--- src/rtl/core/imu2si_pkg.sv ---
// ----------------------------------------------------------------------------
// imu2si_pkg
// shared widths, codes and fixed-point constants of the imu raw to si converter
// ----------------------------------------------------------------------------
package imu2si_pkg;

  // smallest accelerometer shift, used at the widest (16g) range
  localparam int ACCEL_SHIFT_MIN = 11;

  // port widths
  localparam int CMD_W      = 2;
  localparam int RAW_W      = 16;
  localparam int WHOLE_W    = 9;
  localparam int MICRO_W    = 21;
  localparam int ACC_FS_W   = 5;
  localparam int GYR_FS_W   = 11;
  localparam int CFG_DATA_W = 11;
  localparam int CFG_IDX_W  = 1;

  // sample kinds
  localparam logic [CMD_W-1:0] CMD_ACCEL = 2'd0;
  localparam logic [CMD_W-1:0] CMD_GYRO  = 2'd1;
  localparam logic [CMD_W-1:0] CMD_TEMP  = 2'd2;
  localparam logic [CMD_W-1:0] CMD_UNSUP = 2'd3;

  // register indexes
  localparam logic [CFG_IDX_W-1:0] CFG_ACCEL_FS = 1'b0;
  localparam logic [CFG_IDX_W-1:0] CFG_GYRO_FS  = 1'b1;

  localparam logic [ACC_FS_W-1:0] ACC_FS_RESET = 5'd16;
  localparam logic [GYR_FS_W-1:0] GYR_FS_RESET = 11'd2000;

  // accelerometer: raw * standard gravity in micro units
  localparam logic signed [24:0] MICRO_G = 25'sd9806650;
  localparam int ACC_PROD_W = 40;
  localparam int CONV_W     = ACC_PROD_W - ACCEL_SHIFT_MIN;

  // gyro: raw * 31415920 / (sens * 180) reduced to raw * 1570796 / (sens * 9),
  // split as raw * a + floor(raw * b / d) with a reciprocal for the second term
  localparam int GYR_KNUM = 1570796;
  localparam int GYR_D0   = 1476;
  localparam int GYR_D1   = 2952;
  localparam int GYR_D2   = 5895;
  localparam int GYR_D3   = 11790;
  localparam int GYR_L0   = 11;
  localparam int GYR_L1   = 12;
  localparam int GYR_L2   = 13;
  localparam int GYR_L3   = 14;
  localparam int GYR_A_W  = 11;
  localparam int GYR_B_W  = 14;
  localparam int GYR_N_W  = 29;
  localparam int GYR_M_W  = 30;
  localparam int GYR_P_W  = GYR_N_W + GYR_M_W;
  localparam int GYR_Q_W  = 26;
  localparam int GYR_SH_W = 6;

  localparam logic [GYR_A_W-1:0] GYR_A [4] = '{
    GYR_A_W'(GYR_KNUM / GYR_D0), GYR_A_W'(GYR_KNUM / GYR_D1),
    GYR_A_W'(GYR_KNUM / GYR_D2), GYR_A_W'(GYR_KNUM / GYR_D3)};
  localparam logic [GYR_B_W-1:0] GYR_B [4] = '{
    GYR_B_W'(GYR_KNUM % GYR_D0), GYR_B_W'(GYR_KNUM % GYR_D1),
    GYR_B_W'(GYR_KNUM % GYR_D2), GYR_B_W'(GYR_KNUM % GYR_D3)};
  localparam logic [GYR_M_W-1:0] GYR_M [4] = '{
    GYR_M_W'(((64'd1 << (GYR_N_W + GYR_L0)) + GYR_D0 - 1) / GYR_D0),
    GYR_M_W'(((64'd1 << (GYR_N_W + GYR_L1)) + GYR_D1 - 1) / GYR_D1),
    GYR_M_W'(((64'd1 << (GYR_N_W + GYR_L2)) + GYR_D2 - 1) / GYR_D2),
    GYR_M_W'(((64'd1 << (GYR_N_W + GYR_L3)) + GYR_D3 - 1) / GYR_D3)};
  localparam logic [GYR_SH_W-1:0] GYR_SH [4] = '{
    GYR_SH_W'(GYR_N_W + GYR_L0), GYR_SH_W'(GYR_N_W + GYR_L1),
    GYR_SH_W'(GYR_N_W + GYR_L2), GYR_SH_W'(GYR_N_W + GYR_L3)};

  // split of a micro-unit magnitude into whole and millionths
  localparam int DV_W      = (CONV_W > GYR_Q_W) ? CONV_W : GYR_Q_W;
  localparam int FRAC_W    = 20;
  localparam int SPLIT_K   = DV_W + FRAC_W;
  localparam int SPLIT_M_W = DV_W + 1;
  localparam int WQ_W      = DV_W - 19;
  localparam logic [SPLIT_M_W-1:0] SPLIT_M =
    SPLIT_M_W'(((64'd1 << SPLIT_K) + 64'd999999) / 64'd1000000);
  localparam logic [FRAC_W-1:0] ONE_MILLION = 20'd1000000;
  localparam logic [FRAC_W-1:0] MICRO_MAX   = 20'd999999;
  localparam int WHOLE_POS_MAX = 255;
  localparam int WHOLE_NEG_MAX = 256;

  // temperature: |raw| / 326, then remainder * 500000 / 163
  localparam int TMP_K1      = 25;
  localparam int TMP_M1_W    = 17;
  localparam int TMP_PROD1_W = RAW_W + TMP_M1_W;
  localparam int TMP_Q_W     = 7;
  localparam int TMP_R_W     = 9;
  localparam int TMP_SC_W    = 19;
  localparam int TMP_N_W     = TMP_R_W + TMP_SC_W;
  localparam int TMP_K2      = 36;
  localparam int TMP_M2_W    = 29;
  localparam int TMP_PROD2_W = TMP_N_W + TMP_M2_W;
  localparam logic [TMP_R_W-1:0]  TMP_DIV1  = 9'd326;
  localparam logic [TMP_M1_W-1:0] TMP_M1    =
    TMP_M1_W'(((64'd1 << TMP_K1) + 64'd325) / 64'd326);
  localparam logic [TMP_SC_W-1:0] TMP_SCALE = 19'd500000;
  localparam logic [TMP_M2_W-1:0] TMP_M2    =
    TMP_M2_W'(((64'd1 << TMP_K2) + 64'd162) / 64'd163);
  localparam int TEMP_OFFSET = 25;

endpackage

--- src/rtl/core/imu_raw_to_si_converter_top.sv ---
// ----------------------------------------------------------------------------
// imu_raw_to_si_converter_top
// converts tagged raw imu samples to whole units and millionths
// ----------------------------------------------------------------------------
// A request (start high while busy is low) carries one signed 16-bit raw
// sample and its kind: accelerometer, gyroscope, die temperature or an
// unsupported code. The block is a six-register pipeline with no stall, so
// busy stays low and one request may be issued every clock cycle. The result
// of a request is driven with out_strobe high for one cycle; results leave in
// request order. The receiver cannot hold results off and must take every
// strobe. Acceleration comes out in m/s2, angular rate in rad/s and
// temperature in degrees Celsius; the temperature fraction is never negative,
// the other fractions carry the sign of the value. An unsupported kind gives
// out_error with zero value fields. The two range registers are written
// through cfg_we / cfg_index / cfg_wdata and should only change while no
// request is in flight.
// ----------------------------------------------------------------------------
module imu_raw_to_si_converter_top
  import imu2si_pkg::*;
(
  input  logic                       clk,
  input  logic                       rst_n,
  // request side
  input  logic                       start,
  output logic                       busy,
  input  logic [CMD_W-1:0]           in_cmd,
  input  logic signed [RAW_W-1:0]    in_raw_sample,
  // result side
  output logic                       out_strobe,
  output logic signed [WHOLE_W-1:0]  out_whole_part,
  output logic signed [MICRO_W-1:0]  out_micro_part,
  output logic                       out_error,
  // configuration write port
  input  logic                       cfg_we,
  input  logic [CFG_IDX_W-1:0]       cfg_index,
  input  logic [CFG_DATA_W-1:0]      cfg_wdata
);

  // --------------------------------------------------------------------------
  // range registers
  // --------------------------------------------------------------------------
  logic [ACC_FS_W-1:0] accel_fs_r;
  logic [GYR_FS_W-1:0] gyro_fs_r;

  always_ff @(posedge clk) begin
    if (!rst_n) begin
      accel_fs_r <= ACC_FS_RESET;
      gyro_fs_r  <= GYR_FS_RESET;
    end else if (cfg_we) begin
      unique case (cfg_index)
        CFG_ACCEL_FS: accel_fs_r <= cfg_wdata[ACC_FS_W-1:0];
        CFG_GYRO_FS:  gyro_fs_r  <= cfg_wdata[GYR_FS_W-1:0];
      endcase
    end
  end

  // the pipeline never stalls
  assign busy = 1'b0;

  // --------------------------------------------------------------------------
  // stage 1: capture request, magnitude, range decode
  // --------------------------------------------------------------------------
  logic                    s1_v_r,    s1_v_nxt;
  logic [CMD_W-1:0]        s1_cmd_r,  s1_cmd_nxt;
  logic signed [RAW_W-1:0] s1_raw_r,  s1_raw_nxt;
  logic [RAW_W-1:0]        s1_mag_r,  s1_mag_nxt;
  logic [1:0]              s1_ash_r,  s1_ash_nxt;
  logic [1:0]              s1_gsel_r, s1_gsel_nxt;

  always_comb begin
    s1_v_nxt   = start && !busy;
    s1_cmd_nxt = in_cmd;
    s1_raw_nxt = in_raw_sample;
    // -32768 maps onto 32768 in the unsigned magnitude
    s1_mag_nxt = in_raw_sample[RAW_W-1] ? RAW_W'(-in_raw_sample) : RAW_W'(in_raw_sample);
    // extra shift above the minimum: 16g, 8g, 4g, 2g
    priority if (accel_fs_r > 5'd8) s1_ash_nxt = 2'd0;
    else if (accel_fs_r > 5'd4)     s1_ash_nxt = 2'd1;
    else if (accel_fs_r > 5'd2)     s1_ash_nxt = 2'd2;
    else                            s1_ash_nxt = 2'd3;
    // sensitivity select: 164, 328, 655, 1310 tenths
    priority if (gyro_fs_r > 11'd1000) s1_gsel_nxt = 2'd0;
    else if (gyro_fs_r > 11'd500)      s1_gsel_nxt = 2'd1;
    else if (gyro_fs_r > 11'd250)      s1_gsel_nxt = 2'd2;
    else                               s1_gsel_nxt = 2'd3;
  end

  // --------------------------------------------------------------------------
  // stage 2: first products (gravity scale, gyro a/b terms, temp reciprocal)
  // --------------------------------------------------------------------------
  logic                         s2_v_r,    s2_v_nxt;
  logic [CMD_W-1:0]             s2_cmd_r,  s2_cmd_nxt;
  logic                         s2_neg_r,  s2_neg_nxt;
  logic [1:0]                   s2_ash_r,  s2_ash_nxt;
  logic [1:0]                   s2_gsel_r, s2_gsel_nxt;
  logic [RAW_W-1:0]             s2_mag_r,  s2_mag_nxt;
  logic signed [ACC_PROD_W-1:0] s2_acc_r,  s2_acc_nxt;
  logic [GYR_N_W-1:0]           s2_gpb_r,  s2_gpb_nxt;
  logic [GYR_Q_W-1:0]           s2_gpa_r,  s2_gpa_nxt;
  logic [TMP_PROD1_W-1:0]       s2_tp_r,   s2_tp_nxt;

  logic [RAW_W+GYR_B_W-1:0]     gpb_full;
  logic [RAW_W+GYR_A_W-1:0]     gpa_full;

  always_comb begin
    s2_v_nxt    = s1_v_r;
    s2_cmd_nxt  = s1_cmd_r;
    s2_neg_nxt  = s1_raw_r[RAW_W-1];
    s2_ash_nxt  = s1_ash_r;
    s2_gsel_nxt = s1_gsel_r;
    s2_mag_nxt  = s1_mag_r;
    s2_acc_nxt  = s1_raw_r * MICRO_G;
    gpb_full    = s1_mag_r * GYR_B[s1_gsel_r];
    gpa_full    = s1_mag_r * GYR_A[s1_gsel_r];
    s2_gpb_nxt  = gpb_full[GYR_N_W-1:0];
    s2_gpa_nxt  = gpa_full[GYR_Q_W-1:0];
    s2_tp_nxt   = s1_mag_r * TMP_M1;
  end

  // --------------------------------------------------------------------------
  // stage 3: accel floor shift and magnitude, gyro reciprocal, temp remainder
  // --------------------------------------------------------------------------
  logic                   s3_v_r,    s3_v_nxt;
  logic [CMD_W-1:0]       s3_cmd_r,  s3_cmd_nxt;
  logic                   s3_neg_r,  s3_neg_nxt;
  logic [1:0]             s3_gsel_r, s3_gsel_nxt;
  logic [CONV_W-1:0]      s3_amag_r, s3_amag_nxt;
  logic [GYR_P_W-1:0]     s3_gp_r,   s3_gp_nxt;
  logic [GYR_Q_W-1:0]     s3_gpa_r,  s3_gpa_nxt;
  logic [TMP_Q_W-1:0]     s3_tq_r,   s3_tq_nxt;
  logic [TMP_R_W-1:0]     s3_tr_r,   s3_tr_nxt;

  logic signed [ACC_PROD_W-1:0] conv_full;
  logic [CONV_W-1:0]            conv_w;
  logic [RAW_W-1:0]             tq_mul;

  always_comb begin
    s3_v_nxt    = s2_v_r;
    s3_cmd_nxt  = s2_cmd_r;
    s3_neg_nxt  = s2_neg_r;
    s3_gsel_nxt = s2_gsel_r;
    // arithmetic shift rounds toward minus infinity
    conv_full   = s2_acc_r >>> (ACCEL_SHIFT_MIN + int'(s2_ash_r));
    conv_w      = conv_full[CONV_W-1:0];
    s3_amag_nxt = s2_neg_r ? -conv_w : conv_w;
    s3_gp_nxt   = s2_gpb_r * GYR_M[s2_gsel_r];
    s3_gpa_nxt  = s2_gpa_r;
    s3_tq_nxt   = TMP_Q_W'(s2_tp_r >> TMP_K1);
    tq_mul      = RAW_W'(s3_tq_nxt * TMP_DIV1);
    s3_tr_nxt   = TMP_R_W'(s2_mag_r - tq_mul);
  end

  // --------------------------------------------------------------------------
  // stage 4: gyro quotient, pick magnitude for the split, temp fraction scale
  // --------------------------------------------------------------------------
  logic                 s4_v_r,   s4_v_nxt;
  logic [CMD_W-1:0]     s4_cmd_r, s4_cmd_nxt;
  logic                 s4_neg_r, s4_neg_nxt;
  logic [DV_W-1:0]      s4_dv_r,  s4_dv_nxt;
  logic [TMP_Q_W-1:0]   s4_tq_r,  s4_tq_nxt;
  logic [TMP_N_W-1:0]   s4_tn_r,  s4_tn_nxt;

  logic [GYR_Q_W-1:0]   gyro_q;

  always_comb begin
    s4_v_nxt   = s3_v_r;
    s4_cmd_nxt = s3_cmd_r;
    s4_neg_nxt = s3_neg_r;
    gyro_q     = GYR_Q_W'(s3_gp_r >> GYR_SH[s3_gsel_r]) + s3_gpa_r;
    s4_dv_nxt  = (s3_cmd_r == CMD_ACCEL) ? DV_W'(s3_amag_r) : DV_W'(gyro_q);
    s4_tq_nxt  = s3_tq_r;
    s4_tn_nxt  = s3_tr_r * TMP_SCALE;
  end

  // --------------------------------------------------------------------------
  // stage 5: whole units by reciprocal of one million, temp millionths
  // --------------------------------------------------------------------------
  logic                 s5_v_r,   s5_v_nxt;
  logic [CMD_W-1:0]     s5_cmd_r, s5_cmd_nxt;
  logic                 s5_neg_r, s5_neg_nxt;
  logic [DV_W-1:0]      s5_dv_r,  s5_dv_nxt;
  logic [WQ_W-1:0]      s5_wq_r,  s5_wq_nxt;
  logic [TMP_Q_W-1:0]   s5_tq_r,  s5_tq_nxt;
  logic [FRAC_W-1:0]    s5_tmm_r, s5_tmm_nxt;

  logic [DV_W+SPLIT_M_W-1:0] split_full;
  logic [TMP_PROD2_W-1:0]    tmm_full;

  always_comb begin
    s5_v_nxt   = s4_v_r;
    s5_cmd_nxt = s4_cmd_r;
    s5_neg_nxt = s4_neg_r;
    s5_dv_nxt  = s4_dv_r;
    split_full = s4_dv_r * SPLIT_M;
    s5_wq_nxt  = WQ_W'(split_full >> SPLIT_K);
    s5_tq_nxt  = s4_tq_r;
    tmm_full   = s4_tn_r * TMP_M2;
    s5_tmm_nxt = FRAC_W'(tmm_full >> TMP_K2);
  end

  // --------------------------------------------------------------------------
  // stage 6: remainder, sign, saturation, temperature offset -> output register
  // --------------------------------------------------------------------------
  logic                       out_strobe_r, out_strobe_nxt;
  logic signed [WHOLE_W-1:0]  out_whole_r,  out_whole_nxt;
  logic signed [MICRO_W-1:0]  out_micro_r,  out_micro_nxt;
  logic                       out_error_r,  out_error_nxt;

  logic [WQ_W+FRAC_W-1:0]     wq_mul;
  logic [FRAC_W-1:0]          frac_mag;

  always_comb begin
    out_strobe_nxt = s5_v_r;
    out_whole_nxt  = '0;
    out_micro_nxt  = '0;
    out_error_nxt  = 1'b0;
    wq_mul         = s5_wq_r * ONE_MILLION;
    frac_mag       = FRAC_W'(s5_dv_r - DV_W'(wq_mul));
    unique case (s5_cmd_r)
      CMD_ACCEL, CMD_GYRO: begin
        // truncating split: both parts take the sign of the value
        priority if (!s5_neg_r && (32'(s5_wq_r) > WHOLE_POS_MAX)) begin
          out_whole_nxt = WHOLE_W'(WHOLE_POS_MAX);
          out_micro_nxt = MICRO_W'(MICRO_MAX);
        end else if (s5_neg_r && (32'(s5_wq_r) > WHOLE_NEG_MAX)) begin
          out_whole_nxt = WHOLE_W'(-WHOLE_NEG_MAX);
          out_micro_nxt = -MICRO_W'(MICRO_MAX);
        end else if (s5_neg_r) begin
          out_whole_nxt = -WHOLE_W'(s5_wq_r);
          out_micro_nxt = -MICRO_W'(frac_mag);
        end else begin
          out_whole_nxt = WHOLE_W'(s5_wq_r);
          out_micro_nxt = MICRO_W'(frac_mag);
        end
      end
      CMD_TEMP: begin
        // negative fraction is borrowed from the whole part
        priority if (!s5_neg_r) begin
          out_whole_nxt = WHOLE_W'(TEMP_OFFSET) + WHOLE_W'(s5_tq_r);
          out_micro_nxt = MICRO_W'(s5_tmm_r);
        end else if (s5_tmm_r != '0) begin
          out_whole_nxt = WHOLE_W'(TEMP_OFFSET - 1) - WHOLE_W'(s5_tq_r);
          out_micro_nxt = MICRO_W'(FRAC_W'(ONE_MILLION - s5_tmm_r));
        end else begin
          out_whole_nxt = WHOLE_W'(TEMP_OFFSET) - WHOLE_W'(s5_tq_r);
          out_micro_nxt = '0;
        end
      end
      CMD_UNSUP: begin
        out_error_nxt = 1'b1;
      end
    endcase
  end

  // --------------------------------------------------------------------------
  // pipeline registers: valid bits reset, payload runs free
  // --------------------------------------------------------------------------
  always_ff @(posedge clk) begin
    if (!rst_n) begin
      s1_v_r       <= 1'b0;
      s2_v_r       <= 1'b0;
      s3_v_r       <= 1'b0;
      s4_v_r       <= 1'b0;
      s5_v_r       <= 1'b0;
      out_strobe_r <= 1'b0;
    end else begin
      s1_v_r       <= s1_v_nxt;
      s2_v_r       <= s2_v_nxt;
      s3_v_r       <= s3_v_nxt;
      s4_v_r       <= s4_v_nxt;
      s5_v_r       <= s5_v_nxt;
      out_strobe_r <= out_strobe_nxt;
    end
  end

  always_ff @(posedge clk) begin
    s1_cmd_r  <= s1_cmd_nxt;
    s1_raw_r  <= s1_raw_nxt;
    s1_mag_r  <= s1_mag_nxt;
    s1_ash_r  <= s1_ash_nxt;
    s1_gsel_r <= s1_gsel_nxt;

    s2_cmd_r  <= s2_cmd_nxt;
    s2_neg_r  <= s2_neg_nxt;
    s2_ash_r  <= s2_ash_nxt;
    s2_gsel_r <= s2_gsel_nxt;
    s2_mag_r  <= s2_mag_nxt;
    s2_acc_r  <= s2_acc_nxt;
    s2_gpb_r  <= s2_gpb_nxt;
    s2_gpa_r  <= s2_gpa_nxt;
    s2_tp_r   <= s2_tp_nxt;

    s3_cmd_r  <= s3_cmd_nxt;
    s3_neg_r  <= s3_neg_nxt;
    s3_gsel_r <= s3_gsel_nxt;
    s3_amag_r <= s3_amag_nxt;
    s3_gp_r   <= s3_gp_nxt;
    s3_gpa_r  <= s3_gpa_nxt;
    s3_tq_r   <= s3_tq_nxt;
    s3_tr_r   <= s3_tr_nxt;

    s4_cmd_r  <= s4_cmd_nxt;
    s4_neg_r  <= s4_neg_nxt;
    s4_dv_r   <= s4_dv_nxt;
    s4_tq_r   <= s4_tq_nxt;
    s4_tn_r   <= s4_tn_nxt;

    s5_cmd_r  <= s5_cmd_nxt;
    s5_neg_r  <= s5_neg_nxt;
    s5_dv_r   <= s5_dv_nxt;
    s5_wq_r   <= s5_wq_nxt;
    s5_tq_r   <= s5_tq_nxt;
    s5_tmm_r  <= s5_tmm_nxt;

    out_whole_r <= out_whole_nxt;
    out_micro_r <= out_micro_nxt;
    out_error_r <= out_error_nxt;
  end

  assign out_strobe     = out_strobe_r;
  assign out_whole_part = out_whole_r;
  assign out_micro_part = out_micro_r;
  assign out_error      = out_error_r;

  // --------------------------------------------------------------------------
  // assertions
  // --------------------------------------------------------------------------
  // every request comes out after the fixed pipeline depth
  a_latency: assert property (@(posedge clk) disable iff (!rst_n)
    (start && !busy) |-> ##6 out_strobe)
    else $error("request did not produce a result after six cycles");

  // unsupported kind leaves the value fields at zero
  a_error_zero: assert property (@(posedge clk) disable iff (!rst_n)
    (out_strobe && out_error) |-> (out_whole_part == '0 && out_micro_part == '0))
    else $error("error result with non-zero value");

  // fraction always below one whole unit
  a_micro_range: assert property (@(posedge clk) disable iff (!rst_n)
    out_strobe |-> (out_micro_part <= 21'sd999999 && out_micro_part >= -21'sd999999))
    else $error("fraction out of range");

endmodule

--- config.mk ---
export PLATFORM = sky130hd
export DESIGN_NAME = imu_raw_to_si_converter_top
export DESIGN_NICKNAME = d
export VERILOG_FILES = /design/src/rtl/core/imu2si_pkg.sv /design/src/rtl/core/imu_raw_to_si_converter_top.sv
export SDC_FILE = /design/constraint.sdc
export NUM_CORES = 2
export LEC_CHECK = 0
export BUFFER_PORTS_ARGS = -buffer_cell sky130_fd_sc_hd__buf_2
export CAP_MARGIN = 0
export CORE_ASPECT_RATIO = 1.4
export CORE_MARGIN = 5
export CORE_UTILIZATION = 70
export DETAILED_ROUTE_END_ITERATION = 7
export GPL_ROUTABILITY_DRIVEN = 0
export PLACE_DENSITY = 0.87
export REMOVE_ABC_BUFFERS = 1
export SYNTH_ARGS = -nofsm -noshare
export SYNTH_HDL_FRONTEND = slang
export SYNTH_SLANG_ARGS = --single-unit
--- constraint.sdc ---
create_clock -name clk -period 18.8 [get_ports clk]
set_clock_uncertainty 0.15 [all_clocks]
set_input_delay 2.82 -clock clk [delete_from_list [all_inputs] [get_ports clk]]
set_output_delay 2.82 -clock clk [all_outputs]
set_load 0.005 [all_outputs]
Word level (Yosys, flattened, before mapping)
Cells that the tools add are included.
{"block": "totals", "ff_bits": 486, "inputBits": 34, "output_inout_bits": 33, "wordCells": 133}
{"block": "op_classes", "add_sub_neg": 12, "multipliers": 10, "n_lt_le_gt_ge": 11, "n_eq_ne": 3, "n_shift": 2, "muxes": 32, "bitwise": 4, "n_reduce_logical": 11}
{"operator": "$mux 21", "n": 3}
{"operator": "$bmux 30 s2", "n": 1}
{"operator": "$mux 30", "n": 2}
{"operator": "$mul 29x30->59", "n": 1}
{"operator": "$shr 59x6->26", "n": 1}
{"operator": "$mul 29x29->58 const B", "n": 1}
{"operator": "$mul 23x28->50 const B", "n": 1}
{"operator": "$mux 9", "n": 5}
{"operator": "$pmux 21 s2", "n": 1}
{"operator": "$mux 20", "n": 2}
{"operator": "$sshr 40x5->29", "n": 1}
{"operator": "$mul 16x24->39 const B", "n": 1}
{"operator": "$mul 16x14->29", "n": 1}
{"operator": "$mux 29", "n": 1}
{"operator": "$neg 29->29", "n": 1}
{"operator": "$bmux 14 s2", "n": 1}
{"operator": "$mul 16x13->28 const B", "n": 1}
{"operator": "$mux 14", "n": 2}
{"operator": "$add 26x26->26", "n": 1}
{"operator": "$mul 16x11->26", "n": 1}
{"operator": "$mux 26", "n": 1}
{"operator": "$mul 9x14->23 const B", "n": 1}
{"operator": "$bmux 11 s2", "n": 1}
{"operator": "$mux 11", "n": 2}
{"operator": "other kinds (35)", "n": 51}

Longest topological paths before layout
{"block": "depth", "ltp_word": 7, "mapped_depth": 29, "depth_no_buf": 27}

Worst setup path after synthesis
Ideal clock, no wire load.
{"block": "synth_path", "path_kind": "flip-flop to flip-flop", "from": "register s2_gsel_r[1]", "to": "register s3_gp_r[58]", "setup_time_ns": 0.121, "t_arrival_ns": 7.456, "t_required_ns": 18.529, "setup_slack_ns": 11.074, "stages_incl_launch_ff": 26, "path_buffers": 3, "period_less_slack_ns": 7.726, "path_cell_list": "dfxtp_1 > clkbuf_1 > buf_1 > buf_1 > nand2_1 > inv_1 > fa_1 > fa_1 > inv_1 > fa_1 > inv_1 > fa_1 > fa_1 > fa_1 > fa_1 > ha_1 > ha_1 > nand3_1 > nor4_1 > nand4_1 > a2111oi_2 > o41ai_2 > o311ai_1 > a31o_2 > a21oi_1 > xnor2_1"}
{"block": "synth_via", "elab_chain_cells": 5}
{"element": "start: declaration", "line_no": "imu_raw_to_si_converter_top.sv:95", "source": "logic [1:0] s2_gsel_r, s2_gsel_nxt;"}
{"element": "start signal: assignment", "line_no": "imu_raw_to_si_converter_top.sv:286", "source": "s2_gsel_r <= s2_gsel_nxt;"}
{"element": "$not 2->3 (implied by the code)", "line_no": "imu_raw_to_si_converter_top.sv:146", "source": "s3_gp_nxt = s2_gpb_r * GYR_M[s2_gsel_r];"}
{"element": "$bmux 30 s2", "line_no": "imu_raw_to_si_converter_top.sv:146"}
{"element": "$mux 30 (implied by the code) (2 in a row)", "line_no": "imu_raw_to_si_converter_top.sv:146"}
{"element": "$mul 29x30->59", "line_no": "imu_raw_to_si_converter_top.sv:146"}
{"element": "named net s3_gp_nxt[58]", "line_no": "imu_raw_to_si_converter_top.sv:128", "source": "logic [GYR_P_W-1:0] s3_gp_r, s3_gp_nxt;"}
{"element": "end signal: assignment", "line_no": "imu_raw_to_si_converter_top.sv:297", "source": "s3_gp_r <= s3_gp_nxt;"}
{"element": "end: declaration", "line_no": "imu_raw_to_si_converter_top.sv:128"}
The timed path passes the listed nets, and every way through them passes these cells. The select of a mux whose other input is x is not followed.
A chain may end at the register's enable or synchronous reset.

Final worst setup path
Same ends and word-level chain as after synthesis.

==> impl_metrics.csv <==
group,metric,value,unit
synthesis,ys.flop_type,"dfxtp_1",
layout,synthToLayoutAreaGrowth,4.82,%
timing,post-route-period-util,53.0,%
synthesis,synth_compound_area_share,6.14,%
die,rows,143,
timing,hold_viol,0,
clock_tree,cts.root.buffer_cell,"clkbuf_16",
layout,fillCellCount,6830,
critical_path,crit_buf_inv,2,
layout,drive_gt1_share,3.03,%
synthesis,synth_xor_area_share,3.14,%
layout,instances_no_fill,9200,
clock_tree,clk_latency,0.63,ns
timing,post-route-worst-setup-slack,8.83,ns
layout,nets,10700,
synthesis,synth_top_family_by_area,"adder cells",
critical_path,reg2reg_slack,8.83,ns
timing,slew_viol_final,0,
critical_path,slowest_stage,"o41ai_2",
grt,grt_pass1_vias,62100,
hold_path,holdPathStages,0,
timing,finalSetupTns,0,ns
critical_path,worstPathCellList,"buf_4, clkinv_1, nor2_1, fa_1, fa_1, fa_1, fa_1, fa_1, fa_1, fa_1, ha_1, ha_1, a21oi_1, o21ai_0, a311oi_1, a21oi_1, o41ai_2, o311ai_1, a31o_2, a21oi_1, xnor2_1",
place,placed_cells,9119,
critical_path,path_max_fanout,50,
synthesis,yosysSeqAreaShare,10.8,%
clock_tree,cts_buffer_depth,3,
die,initial_utilization,70.6,%
die,die_y,402,um
grt,grt-ovfl-total,0,
status,violations,"design-rule violations",
die,die_width,290,um
timing,max_freq,100,MHz
detailed_routing,dr.pass1.iters,8,
synthesis,yosys.cell_types.count,94,
hold_path,worstHoldStart,"s2_gpa_r[2]$_DFF_P_",
clock_tree,cts_tree,"yes",
place,dp_hpwl,164,mm
die,fp.dieArea,116000,sq um
critical_path,cp-start-kind,"flip-flop",
synthesis,synth_area,76800,sq um
timing,setup_viol,0,
timing,tightest_slew,1.08,ns
detailed_routing,viasPerCell,5.94,
grt,grt_use_total,33.8,%
hold_path,hold_path_class,"flip-flop to flip-flop",
layout,multi_input_area,60100,sq um
detailed_routing,routed_wl,195,mm
clock_tree,htreeDepth,2,
synthesis,synth-simple-area-share,6.20,%
critical_path,crit_family,"adder cells",
synthesis,synthCells,7638,
clock_tree,cts_setup_buffers,0,
critical_path,worstReg2RegStart,"s2_gsel_r[1]$_DFF_P_",
critical_path,ff2ff_path_depth,21,
critical_path,arrival,10.37,ns
place,numPortBuffers,65,
critical_path,r2r_end,"s3_gp_r[58]$_DFF_P_",
critical_path,slowest_delay,1.01,ns
grt,antenna_found_initial,4,
synthesis,synthMuxAreaShare,1.74,%
critical_path,critical_path_class,"flip-flop to flip-flop",
detailed_routing,drt_iter0_drc,3848,
synthesis,synth-edff-count,0,
critical_path,cp-end-kind,"flip-flop",
status,status,"complete, but fails checks",
synthesis,synth-warning-count,0,
critical_path,cp_common_cell,"fa_1",
place,dp_slack,9.49,ns
grt,grt_first_pass_wirelength,315,mm
timing,relSlewSlack,28.2,%
timing,rsz0062_at_grt,"no",
detailed_routing,via_count,54600,
timing,finalHoldWorstSlack,0.171,ns
clock_tree,clock_sinks,416,
synthesis,async_flop_share,0,%
detailed_routing,drcViolationCount,1,
clock_tree,cts_resized,0,
synthesis,yosys.area_share.adder,61.0,%
clock_tree,cts_hold_buf,0,
synthesis,synth.avg_cell_area,10.1,sq um
die,num_io_pins,67,
job,maxCapViolations,0,
grt,grt_max_degree,83,
synthesis,ys_ff_latch,416,
detailed_routing,wl_per_cell,21.1,um
layout,seqCellArea,8330,sq um
die,fp.coreArea,109000,sq um
timing,finalCriticalPeriod,9.97,ns
detailed_routing,ant_nets,0,
critical_path,cp_data_required_time,19.19,ns
clock_tree,cts.reportedPaths.clkPinSlew,0.07,ns
clock_tree,numCtsBuffers,44,
hold_path,whs_endpoint,"s3_gpa_r[2]$_DFF_P_",
[placed cells by master (no fill, tap or decap), types with 28 or more instances in the layout]
master	instances
xor2_1	102
fa_1	1355
mux2i_1	66
o21ai_0	129
and3_1	37
a21o_1	58
or3_1	29
nand3_1	65
a21oi_1	190
dfxtp_1	414
ha_1	1573
o21a_1	40
nor2b_1	55
a211oi_1	34
buf_4	31
nand4_1	28
nand2b_1	45
nor3_1	78
nand2_1	285
and2_1	65
xnor2_1	173
clkbuf_16	45
nor2_1	225
buf_2	65
inv_1	2140
[flip-flops by register name, summed over array words and instances, names as in the netlist, 16 cells and up]
| name | count |
|---|---|
| s5_tmm_r | 20 |
| s3_gp_r | 19 |
| s3_gpa_r | 26 |
| s2_gpa_r | 26 |
| out_micro_part | 21 |
| s2_gpb_r | 28 |
| s1_raw_r | 16 |
| s3_amag_r | 29 |
| s2_acc_r | 32 |
| s5_dv_r | 20 |
| s4_tn_r | 23 |
| s4_dv_r | 29 |
[how the worst max path moves through the flow]
| stage | from | endpoint | slack (ns) | cells after the start |
|---|---|---|---|---|
| 2_1_floorplan | s2_gsel_r[1]$_DFF_P_ | s3_gp_r[58]$_DFF_P_ | 10.54 | 23 |
| 4_1_cts | s2_gsel_r[1]$_DFF_P_ | s3_gp_r[58]$_DFF_P_ | 9.42 | 21 |
| 6_report | s2_gsel_r[1]$_DFF_P_ | s3_gp_r[58]$_DFF_P_ | 8.83 | 21 |
| 5_1_grt | s2_gsel_r[1]$_DFF_P_ | s3_gp_r[58]$_DFF_P_ | 8.76 | 21 |
| 3_3_place_gp | s2_gsel_r[1]$_DFF_P_ | s3_gp_r[58]$_DFF_P_ | 9.88 | 24 |
| 3_5_place_dp | s2_gsel_r[1]$_DFF_P_ | s3_gp_r[58]$_DFF_P_ | 9.49 | 21 |
[Yosys cell counts, types with 13 or more instances]
cell type | instances | share of area, %
ha_1 | 1573 | 26
nor2b_1 | 55 | 0.45
nand4_1 | 28 | 0.23
nand2b_1 | 45 | 0.37
clkbuf_1 | 62 | 0.30
and2_1 | 65 | 0.53
or3_1 | 29 | 0.24
o211ai_1 | 24 | 0.23
nand2_1 | 285 | 1.4
nor3_1 | 78 | 0.51
xor2_1 | 102 | 1.2
inv_1 | 2140 | 10
mux2i_1 | 66 | 0.86
a21boi_0 | 14 | 0.14
o21ai_0 | 129 | 0.84
fa_1 | 1355 | 35
a21oi_1 | 190 | 1.2
a31oi_1 | 24 | 0.20
mux4_1 | 13 | 0.44
a21o_1 | 58 | 0.57
nand3_1 | 65 | 0.42
o21a_1 | 40 | 0.39
and3_1 | 37 | 0.30
o22ai_1 | 25 | 0.20
xnor2_1 | 173 | 2.0
o31ai_1 | 27 | 0.26
a211oi_1 | 34 | 0.33
dfxtp_1 | 416 | 11
or2_2 | 16 | 0.13
o311ai_0 | 14 | 0.16
o21bai_1 | 17 | 0.17
nor2_1 | 225 | 1.1
[cell families (layout without fill, tap and decap cells)]
| logic type | Yosys count | count (layout) |
|---|---|---|
| AOI/OAI and AO/OA | 714 | 714 |
| muxes | 98 | 98 |
| DFF | 416 | 416 |
| buffers and inverters | 2225 | 2317 |
| and+or+nand+nor | 980 | 980 |
| other | 2 | 22 |
| adders and majority gates | 2928 | 2928 |
| xor gates and xnor gates | 275 | 275 |
[worst reg2reg max path, delay by kind of cell, from the launching register on]
kind / cells / cell delay (ns)
compound gates: 8 / 2.94
xor+xnor: 1 / 0.14
fa+ha+maj: 9 / 4.39
buf+inv: 2 / 1.26
flops: 1 / 0.31
simple gates: 1 / 0.70
[per-stage QoR]
stage               util, %  instance area (sq um)
finish                 74.0                  80500
global route           74.0                  80500
CTS                    74.0                  80500
detailed placement     72.5                  78800
global placement       72.5                  78800
floorplan                 -                  76500
[layer usage]
metal	part of all wire, %	wire [um]	global-route usage, %
met4	9.7	18900	24.7
met2	50	97400	59.9
met1	33	64200	35.9
met5	0	0	0
met3	7.2	14000	6.32
[area by class of cell]
class	instances	share of cell area [%]
diodes	3	0.00933
clock buffers	50	1.46
clock inverters	28	0.563
inverters	2143	10.0
multi-input cells	5014	74.7
flip-flops and latches	416	10.4
well taps	1450	2.25
repair buffers	96	0.693
Power is left out: the tool's default activity adds up to more than one toggle a clock period on the data nets, which glitch-free logic cannot reach.
